File: src/allpass_delay_filter_macros.svh
// Assertion macros shared by the allpass delay filter modules.
// Included by the modules that carry concurrent checks; no other dependencies.
`ifndef ALLPASS_DELAY_FILTER_MACROS_SVH
`define ALLPASS_DELAY_FILTER_MACROS_SVH

// Checks that cons holds in the same cycle as ante, outside of reset.
`define APDF_ASSERT_IMPLY(label, clk, rst_n, ante, cons) \
    label: assert property (@(posedge clk) disable iff (!(rst_n)) (ante) |-> (cons)) \
        else $error("apdf: same-cycle check failed");

// Checks that cons holds in the cycle after ante, outside of reset.
`define APDF_ASSERT_NEXT(label, clk, rst_n, ante, cons) \
    label: assert property (@(posedge clk) disable iff (!(rst_n)) (ante) |=> (cons)) \
        else $error("apdf: next-cycle check failed");

`endif

File: src/apdf_pkg.sv
// Shared constants and the controller-to-datapath command type.
// Used by every module of the allpass delay filter; depends on nothing.
`default_nettype none

package apdf_pkg;

    // Defaults for the top-level parameters.
    localparam int DEPTH_DEFAULT       = 4096;
    localparam int SAMPLE_BITS_DEFAULT = 16;

    // Fixed field widths of a request.
    localparam int DELAY_BITS = 12;
    localparam int COEFF_BITS = 16;
    localparam int GAIN_BITS  = 16;

    // Fraction bits of the coefficient (Q2.14) and of the gain (Q4.12).
    localparam int COEFF_FRAC = 14;
    localparam int GAIN_FRAC  = 12;

    // One strobe per datapath step; at most one is high in a cycle.
    typedef struct packed {
        logic load;    // capture the input request
        logic mult;    // form g*x and g*yd
        logic accum;   // sum, round and saturate y
        logic store;   // write x and y into the history memories, form y*gain
        logic fetch;   // read both histories at the delayed position
        logic finish;  // update the delayed values, pointer and output register
    } cmd_t;

endpackage

`default_nettype wire

File: src/apdf_ctrl.sv
// Controller of the allpass delay filter: sequences the datapath steps per request.
// Depends on apdf_pkg and allpass_delay_filter_macros.svh.
`default_nettype none
`include "allpass_delay_filter_macros.svh"

module apdf_ctrl (
    input  wire logic          aclk,
    input  wire logic          aresetn,
    input  wire logic          s_tvalid,
    output logic               s_tready,
    output logic               m_tvalid,
    input  wire logic          m_tready,
    output apdf_pkg::cmd_t     cmd
);

    typedef enum logic [2:0] {
        ST_IDLE,
        ST_MULT,
        ST_ACCUM,
        ST_STORE,
        ST_FETCH,
        ST_FINISH
    } state_t;

    state_t state_reg;
    state_t state_next;
    logic   m_tvalid_reg;
    logic   m_tvalid_next;
    logic   out_free;

    // The output register can take a new result once the old one is gone.
    // Requests are refused while reset is held.
    assign out_free = !m_tvalid_reg || m_tready;
    assign s_tready = aresetn && (state_reg == ST_IDLE);
    assign m_tvalid = m_tvalid_reg;

    // Datapath strobes follow the state.
    always_comb begin
        cmd        = '0;
        cmd.load   = s_tready && s_tvalid;
        cmd.mult   = (state_reg == ST_MULT);
        cmd.accum  = (state_reg == ST_ACCUM);
        cmd.store  = (state_reg == ST_STORE);
        cmd.fetch  = (state_reg == ST_FETCH);
        cmd.finish = (state_reg == ST_FINISH) && out_free;
    end

    // Next state and output-valid logic.
    always_comb begin
        state_next    = state_reg;
        m_tvalid_next = m_tvalid_reg && !m_tready;
        case (state_reg)
            ST_IDLE: begin
                if (s_tvalid) begin
                    state_next = ST_MULT;
                end
            end
            ST_MULT:  state_next = ST_ACCUM;
            ST_ACCUM: state_next = ST_STORE;
            ST_STORE: state_next = ST_FETCH;
            ST_FETCH: state_next = ST_FINISH;
            ST_FINISH: begin
                if (out_free) begin
                    state_next    = ST_IDLE;
                    m_tvalid_next = 1'b1;
                end
            end
            default: begin
                state_next = ST_IDLE;
            end
        endcase
    end

    // State and registered outputs.
    always_ff @(posedge aclk) begin
        if (!aresetn) begin
            state_reg    <= ST_IDLE;
            m_tvalid_reg <= 1'b0;
        end else begin
            state_reg    <= state_next;
            m_tvalid_reg <= m_tvalid_next;
        end
    end

    // The history read always follows the history write.
    `APDF_ASSERT_NEXT(a_store_then_fetch, aclk, aresetn, cmd.store, cmd.fetch)
    // A finished step always presents a result on the next cycle.
    `APDF_ASSERT_NEXT(a_finish_shows_result, aclk, aresetn, cmd.finish, m_tvalid)
    // The datapath never gets two steps at once.
    `APDF_ASSERT_IMPLY(a_single_step, aclk, aresetn, 1'b1, ($onehot0(cmd)))

endmodule

`default_nettype wire

File: config.mk
export PLATFORM = sky130hd
export DESIGN_NAME = apdf_ctrl
export DESIGN_NICKNAME = d
export VERILOG_FILES = /design/src/apdf_pkg.sv /design/src/apdf_ctrl.sv
export VERILOG_INCLUDE_DIRS = /design/src /design/src/src
export SDC_FILE = /design/constraint.sdc
export NUM_CORES = 1
export LEC_CHECK = 0
export ABC_AREA = 1
export BUFFER_PORTS_ARGS = -buffer_cell sky130_fd_sc_hd__clkbuf_2
export CORE_AREA = 4 4 41 43
export DETAILED_ROUTE_END_ITERATION = 10
export DIE_AREA = 0 0 45 47
export GPL_TIMING_DRIVEN = 0
export PLACE_DENSITY_LB_ADDON = 0.1
export SKIP_CTS_REPAIR_TIMING = 1
export SYNTH_ARGS = -nofsm -noshare
export SYNTH_HDL_FRONTEND = slang
export SYNTH_SLANG_ARGS = --single-unit
File: constraint.sdc
create_clock -name aclk -period 1.1 [get_ports aclk]
set_clock_uncertainty 0.2 [all_clocks]
set_input_delay 0.22 -clock aclk [delete_from_list [all_inputs] [get_ports aclk]]
set_output_delay 0.22 -clock aclk [all_outputs]
set_load 0.02 [all_outputs]
## Yosys cells after proc, flatten, opt, wreduce, memory -nomap -nowiden

Cells that the tools add are included.
Widths: inputs -> output; s select.

| word-level totals | value |
|---|---|
| bits in registers | 4 |
| input port bits | 4 |
| output and inout port bits | 8 |
| logic and storage cells | 23 |

| cells by class | value |
|---|---|
| equal/unequal tests | 7 |
| muxes and demuxes | 5 |
| reductions and logical operators | 9 |

Operators by type and width:

| cell | count |
|---|---|
| $pmux 3 s6 | 1 |
| $eq 3x2->1 const B | 2 |
| $eq 3x3->1 const B | 2 |
| $mux 3 | 2 |
| $logic_and 1x1->1 | 4 |
| $ne 2x2->1 const B | 2 |
| $eq 3x1->1 const B | 1 |
| $logic_not 3->1 | 1 |
| $logic_not 1->1 | 2 |
| $mux 1 | 2 |
| $reduce_and 2->1 | 1 |
| $logic_or 1x1->1 | 1 |

## Longest topological paths before layout

Gate-level depths: netlist of run 1.

| depth | value |
|---|---|
| depth in word-level cells | 4 |
| depth in mapped cells | 5 |
| gate-level depth less buffers | 5 |

## Worst setup path after synthesis of run 1

No wires, ideal clock.

| path | value |
|---|---|
| path type | reg-to-output |
| start point | register state_reg[1] |
| end point | output port cmd[5] (netlist name) |
| data arrival time | 1.016 ns |
| required time | 0.680 ns |
| setup slack | -0.336 ns |
| stages on the path, launching flop included | 4 |
| path buffers | 0 |
| cell sequence | dfxtp_1 nor2_1 nand2_1 nor3_1 |

RTL lines:

| what | line | RTL |
|---|---|---|
| start, declared | apdf_ctrl.sv:25 | `state_t state_reg;` |
| start signal, assigned | apdf_ctrl.sv:80 | `state_reg <= state_next;` |
| end, declared | apdf_ctrl.sv:13 | `output apdf_pkg::cmd_t cmd` |

==> flow_summary_export.csv, run 1 <==
group,metric,value,unit
detailed_routing,wl_per_cell,9.75,um
worst_setup_path,worstPathCellList,"nor2_4 -> nand2_2 -> nor3_4 -> buf_6",
floorplan,rows,13,
power,p_seq_share,32.7,%
floorplan,die_h,47,um
grt,grt_start_max_net_pins,9,
logic_synthesis,ys_seq_area_share,37.2,%
timing,whs,115,ps
cells_and_area,largest_reg_flops,3,
logic_synthesis,synth_most_common_cell,"nor2_1",
floorplan,initial_core_util,16.5,%
placement,gp_congestion,0.703,
floorplan,num_io_pins,12,
power,ir_drop,0.000431,V
detailed_routing,drcViolationCount,0,
cells_and_area,drive_gt1_share,64.0,%
worst_setup_path,required,680,ps
worst_setup_path,end_kind,"primary output",
timing,slew-limit-headroom,84.0,%
logic_synthesis,syn_inst,35,
placement,dp.final_hpwl,478,um
power,p_int,0.000358,W
power,p_clk_share,34.9,%
logic_synthesis,synth.ff_latch_count,4,
placement,buffer_ports.inserted,11,
cells_and_area,fin_area,445,sq um
worst_setup_path,arrival,1070,ps
worst_setup_path,path_buf_inv,1,
worst_setup_path,critical-path-slowest-cell,"dfxtp_4",
grt,grt_pass1_vias,249,
timing,final.min_clock_period,1490,ps
worst_setup_path,crit_cells,4,
power,p_per_area,1220,nW/um^2
timing,fin_ws,-390,ps
logic_synthesis,synth-edff-count,0,
timing,rsz0062_at_grt,"true",
timing,setup_violations,8,
clock_network,htreeDepth,1,
timing,final_max_slew_viol_count,0,
power,p_leak,0.199,nW
floorplan,dieArea,2120,sq um
worst_setup_path,reg2reg_depth,5,
timing,worst_pin_slew,240,ps
grt,grt_overflow,0,
clock_network,clk_path_buf_depth,2,
floorplan,die_w,45,um
detailed_routing,viasPerCell,4.26,
logic_synthesis,synth_cell_types,10,
grt,grt_pass1_wl,938,um
clock_network,clk_pin_slew,40,ps
power,p_switching,0.000187,W
cells_and_area,antenna_cells,0,
timing,hold_viol,0,
timing,finalCritPeriodShare,135,%
timing,max_freq,0.671,GHz
worst_setup_path,start_kind,"flip-flop",
clock_network,clkLatencyLatePin,240,ps
power,p_sw_share,34.3,%
worst_setup_path,cp_top_family,"flip-flops",
detailed_routing,ant_nets,0,
logic_synthesis,syn-num-nets,39,
logic_synthesis,ys_top_cells_by_area,"dfxtp_1, nor2_1, a21oi_1",
logic_synthesis,syn_area_per_cell,6.15,sq um
clock_network,cts_buffers,3,
logic_synthesis,synthFlopType,"dfxtp_1",
cells_and_area,synthToLayoutAreaGrowth,107,%
min_path,whs_path_depth,3,
detailed_routing,drt_iter0_drc,0,
clock_network,cts_tree,"built",
clock_network,cts_root_buffer,"clkbuf_4",
logic_synthesis,synth_top_area_cell,"dfxtp_1",
grt,antenna_found_initial,0,
status,failed_checks,"negative setup slack",
logic_synthesis,synth_common_cells,"nor2_1, inv_1, nand2_1",
placement,placed_cell_area,345,sq um
min_path,hold_path.class,"input port to flip-flop",
status,status,"finished, violations left",
detailed_routing,drt_wl_total,634,um
floorplan,core_area,1300,sq um
worst_setup_path,cp_max_fo,4,
logic_synthesis,synth_top_cell_area_share,37.2,%
logic_synthesis,synth_area,215,sq um
detailed_routing,vias,277,
cells_and_area,nNetsFinal,56,
clock_network,cts.sinks,4,
power,finalPower,0.000544,W
worst_setup_path,slowest_delay,360,ps
worst_setup_path,path_class,"flip-flop to primary output",
power,combPwrFrac,32.3,%
logic_synthesis,async_flop_share,0,%
logic_synthesis,yosysWarnings,0,
detailed_routing,drt_pre_antenna_iters,1,
grt,grt_usage,6.95,%
flow_run,maxCapViolCount,0,
## metal layers
layer / GRT usage [%] / wire (um) / share of wire (%) / up-vias
met4: 8.77 / 34 / 5.4 / 0
met1: 6.12 / 215 / 34 / 123
met3: 3.83 / 42 / 6.6 / 4
met2: 10.2 / 341 / 54 / 11
li1: - / - / - / 139
met5: 0 / 0 / 0 / -
## power groups by stage
stage / Sequential (W) / Clock, W / Combinational (W)
after floorplan: 0.000176 / 0 / 0.000113
after global placement: 0.000179 / 0 / 0.000147
after detailed placement: 0.000179 / 0 / 0.000148
after CTS: 0.000177 / 0.000198 / 0.000149
after global routing: 0.000182 / 0.000206 / 0.000196
final: 0.000178 / 0.000190 / 0.000176
## final timing paths
path	from	to	slack (ps)
setup / recovery	state_reg[1]	cmd[5]	-390
hold / removal	aresetn	state_reg[2]	110
setup reg to reg	state_reg[1]	state_reg[2]	10
hold reg to reg	state_reg[0]	m_tvalid	370
## layout make-up
cell class	count	area [sq um]
well taps	15	18.8
repair buffers	12	101
inverters	6	22.5
plain buffers	1	11.3
multi-input cells	24	176
clock buffers	3	22.5
flip-flops and latches	4	92.6
fillers	163	856
## metrics by stage
stage	utilization, %	setup TNS [ps]	setup slack, ps	std cells
finish	34.2	-2400	-390	65
global route	34.2	-3050	-463	65
CTS	28.3	-3370	-508	64
detailed placement	26.5	-1340	-252	61
global placement	26.5	-1310	-251	61
floorplan	-	-519	-119	35
## cell usage in the layout, fill, tap and decap left out
| cell | count |
|---|---|
| dfxtp_2 | 1 |
| dfxtp_4 | 3 |
| nor3_2 | 1 |
| nand3_1 | 1 |
| buf_4 | 4 |
| nor2_4 | 4 |
| nand2_2 | 1 |
| buf_6 | 6 |
| inv_2 | 2 |
| nor3_4 | 1 |
| a21oi_4 | 1 |
| clkbuf_2 | 3 |
| inv_1 | 4 |
| nand3_4 | 1 |
| nand2_1 | 4 |
| clkbuf_4 | 3 |
| nor2_2 | 1 |
| a21oi_1 | 3 |
| o21ai_1 | 1 |
| nor2_1 | 5 |
## tightest hold or removal path, delay by kind of cell
kind / cells / cell delay [ps]
simple gates: 1 / 110
buf+inv: 2 / 180
## kinds of logic after synthesis
kind of cell    Yosys count  synth area share [%]
compound gates            5                  11.6
buf+inv                   7                  15.7
simple gates             19                  35.5
flops                     4                  37.2
No activity file was read; power rests on OpenSTA's default activity.
==> run 2, diff against run 1 <==
--- a/config.mk
+++ b/config.mk
@@ -6,7 +6,6 @@
 export SDC_FILE = /design/constraint.sdc
 export NUM_CORES = 1
 export LEC_CHECK = 0
-export ABC_AREA = 1
 export BUFFER_PORTS_ARGS = -buffer_cell sky130_fd_sc_hd__clkbuf_2
 export CORE_AREA = 4 4 41 43
 export DETAILED_ROUTE_END_ITERATION = 10
==> run 2 against run 1 <==
Effect of this change:
- the run still ends with negative setup slack left
- setup slack lost 130 ps
- worst hold slack lost 42 ps
- core utilization grew 0.29 points
- clock power shrank 3%
- flip-flop and latch count is the same
==> flow_summary_export.csv, run 2 <==
group,metric,value,unit
placement,place_ws,-361,ps
grt,grt_overflow,0,
logic_synthesis,synth_most_common_cell,"dfxtp_1",
worst_setup_path,slowest_delay,300,ps
clock_network,htreeDepth,1,
logic_synthesis,synthAdderAreaFrac,0,%
status,failed_checks,"negative setup slack",
worst_setup_path,arrival,1200,ps
logic_synthesis,ys_top_cells_by_area,"dfxtp_1, nor4b_4, buf_6",
cells_and_area,fillCellCount,154,
placement,buffer_ports.inserted,11,
logic_synthesis,synth_common_cells,"dfxtp_1, nor3b_1",
grt,grt_start_max_net_pins,11,
logic_synthesis,synth_xor_area_share,3.21,%
grt,grt_pass1_vias,201,
worst_setup_path,crit_top_cell,"buf_6",
logic_synthesis,synthFlopType,"dfxtp_1",
worst_setup_path,cp_max_fo,9,
timing,hold_viol,0,
logic_synthesis,synth_compound_area_share,10.6,%
worst_setup_path,rrSetupSlack,-60,ps
power,p_leak,0.197,nW
worst_setup_path,path_class,"flip-flop to primary output",
worst_setup_path,reg2reg_to,"state_reg[0]",
min_path,hold_path.class,"input port to flip-flop",
timing,setup_violations,9,
logic_synthesis,async_flop_share,0,%
clock_network,cts_buffers,3,
logic_synthesis,synth_area,273,sq um
clock_network,clk_pin_slew,40,ps
worst_setup_path,r2r_start,"state_reg[1]",
cells_and_area,drive_gt1_share,72.7,%
floorplan,die_w,45,um
cells_and_area,layout_commonest_cell,"buf_6",
timing,final_max_slew_viol_count,0,
grt,grt_usage,6.55,%
clock_network,clk_path_buf_depth,2,
logic_synthesis,synth_top_family_by_area,"simple AND/OR/NAND/NOR gates",
worst_setup_path,reg2reg_depth,4,
floorplan,core_area,1300,sq um
logic_synthesis,syn-num-nets,32,
floorplan,rows,13,
timing,fin_ws,-520,ps
clock_network,cts.sinks,4,
logic_synthesis,yosys.area_share.simple,45.9,%
logic_synthesis,synth_mux_area_share,0,%
worst_setup_path,end_kind,"primary output",
logic_synthesis,yosysWarnings,0,
worst_setup_path,critical-path-slowest-cell,"dfxtp_1",
flow_run,maxCapViolCount,0,
status,status,"finished, violations left",
timing,final.min_clock_period,1620,ps
detailed_routing,ant_nets,0,
clock_network,cts_root_buffer,"clkbuf_4",
floorplan,dieArea,2120,sq um
cells_and_area,synthToLayoutAreaGrowth,64.7,%
grt,antenna_found_initial,0,
power,ir_drop,0.000386,V
floorplan,initial_core_util,21.0,%
power,p_per_area,1220,nW/um^2
timing,max_freq,0.617,GHz
placement,gp_congestion,0.664,
timing,finalCritPeriodShare,147,%
detailed_routing,drcViolationCount,0,
cells_and_area,multi_input_area,185,sq um
detailed_routing,wl_per_cell,11.3,um
floorplan,die_h,47,um
logic_synthesis,synth_top_area_cell,"dfxtp_1",
cells_and_area,nNetsFinal,50,
timing,slew-limit-headroom,86.5,%
logic_synthesis,syn_inst,28,
min_path,hp-start,"aresetn",
detailed_routing,drt_iter0_drc,3,
logic_synthesis,synth-edff-count,0,
detailed_routing,drt_pre_antenna_iters,3,
grt,grt_pass1_wl,883,um
min_path,min_to,"state_reg[2]",
logic_synthesis,synth_top_cell_area_share,29.4,%
floorplan,num_io_pins,12,
clock_network,cts_tree,"built",
timing,worst_pin_slew,201,ps
detailed_routing,drt_wl_total,664,um
cells_and_area,antenna_cells,0,
timing,rsz0062_at_grt,"true",
timing,whs,72.9,ps
cells_and_area,seq_area,86.3,sq um
worst_setup_path,required,680,ps
logic_synthesis,synth_cell_types,19,
cells_and_area,largest_reg_flops,3,
detailed_routing,viasPerCell,4.29,
worst_setup_path,start_kind,"flip-flop",
detailed_routing,vias,253,
min_path,whs_path_depth,2,
logic_synthesis,syn_area_per_cell,9.74,sq um
logic_synthesis,ys_seq_area_share,29.4,%
cells_and_area,final_cell_mix,"buf_6, buf_4, clkbuf_4, clkbuf_2",
worst_setup_path,worstPathCellList,"buf_6 -> nor4b_4 -> and2_4 -> buf_6",
cells_and_area,fin_util,34.5,%
clock_network,clkLatencyLatePin,230,ps
logic_synthesis,synth.ff_latch_count,4,
run 2: metal layers:
metal  vias up  global-route usage [%]  share of wire (%)
li1        129                       -                  -
met1       117                    7.26                 43
met5         -                       0                  0
met3         0                    4.98                6.9
met2         7                    8.19                 50
met4         0                    5.26                  0
run 2: kinds of logic after synthesis:
family / after synthesis
AND/OR/NAND/NOR: 16
AO/OA/AOI/OAI: 4
flip-flops: 4
buffers and inverters: 3
XOR/XNOR: 1
run 2: worst max-delay path by stage:
stage / startpoint / endpoint / slack, ps / depth (start not counted)
2_1_floorplan: state_reg[0] / cmd[5] / -410 / 3
5_1_grt: state_reg[1] / cmd[5] / -620 / 4
3_5_place_dp: state_reg[0] / cmd[5] / -360 / 4
3_3_place_gp: state_reg[0] / cmd[5] / -340 / 4
6_report: state_reg[1] / cmd[5] / -520 / 4
4_1_cts: state_reg[0] / cmd[5] / -630 / 4
run 2: worst max-delay path: cells and delay by family (launching register included):
kind / cells / cell delay, ps
buf+inv: 2 / 240
simple gates: 2 / 430
flops: 1 / 300
run 2: cell type report:
| type | count | area share (%) |
|---|---|---|
| well taps | 15 | 4.18 |
| multi-input cells | 21 | 41.2 |
| plain buffers | 2 | 5.01 |
| flip-flops and latches | 4 | 19.2 |
| repair buffers | 14 | 25.3 |
| clock buffers | 3 | 5.01 |
run 2: per-stage QoR:
step                      area (sq um)  std cells  total power, W  TNS [ps]
after floorplan                    295         28        0.000295     -1380
after global placement             369         54        0.000333     -1410
after detailed placement           369         54        0.000336     -1510
after CTS                          392         57        0.000533     -3460
after global routing               449         59        0.000583     -3630
final                              449         59        0.000549     -2910
run 2: report_power, final:
| group | leakage [nW] | switching [W] | internal (W) | total [W] |
|---|---|---|---|---|
| Sequential | 0.0343 | 0.00000931 | 0.000157 | 0.000166 |
| Clock | 0.0138 | 0.0000622 | 0.000122 | 0.000184 |
| Combinational | 0.149 | 0.0000894 | 0.000110 | 0.000199 |
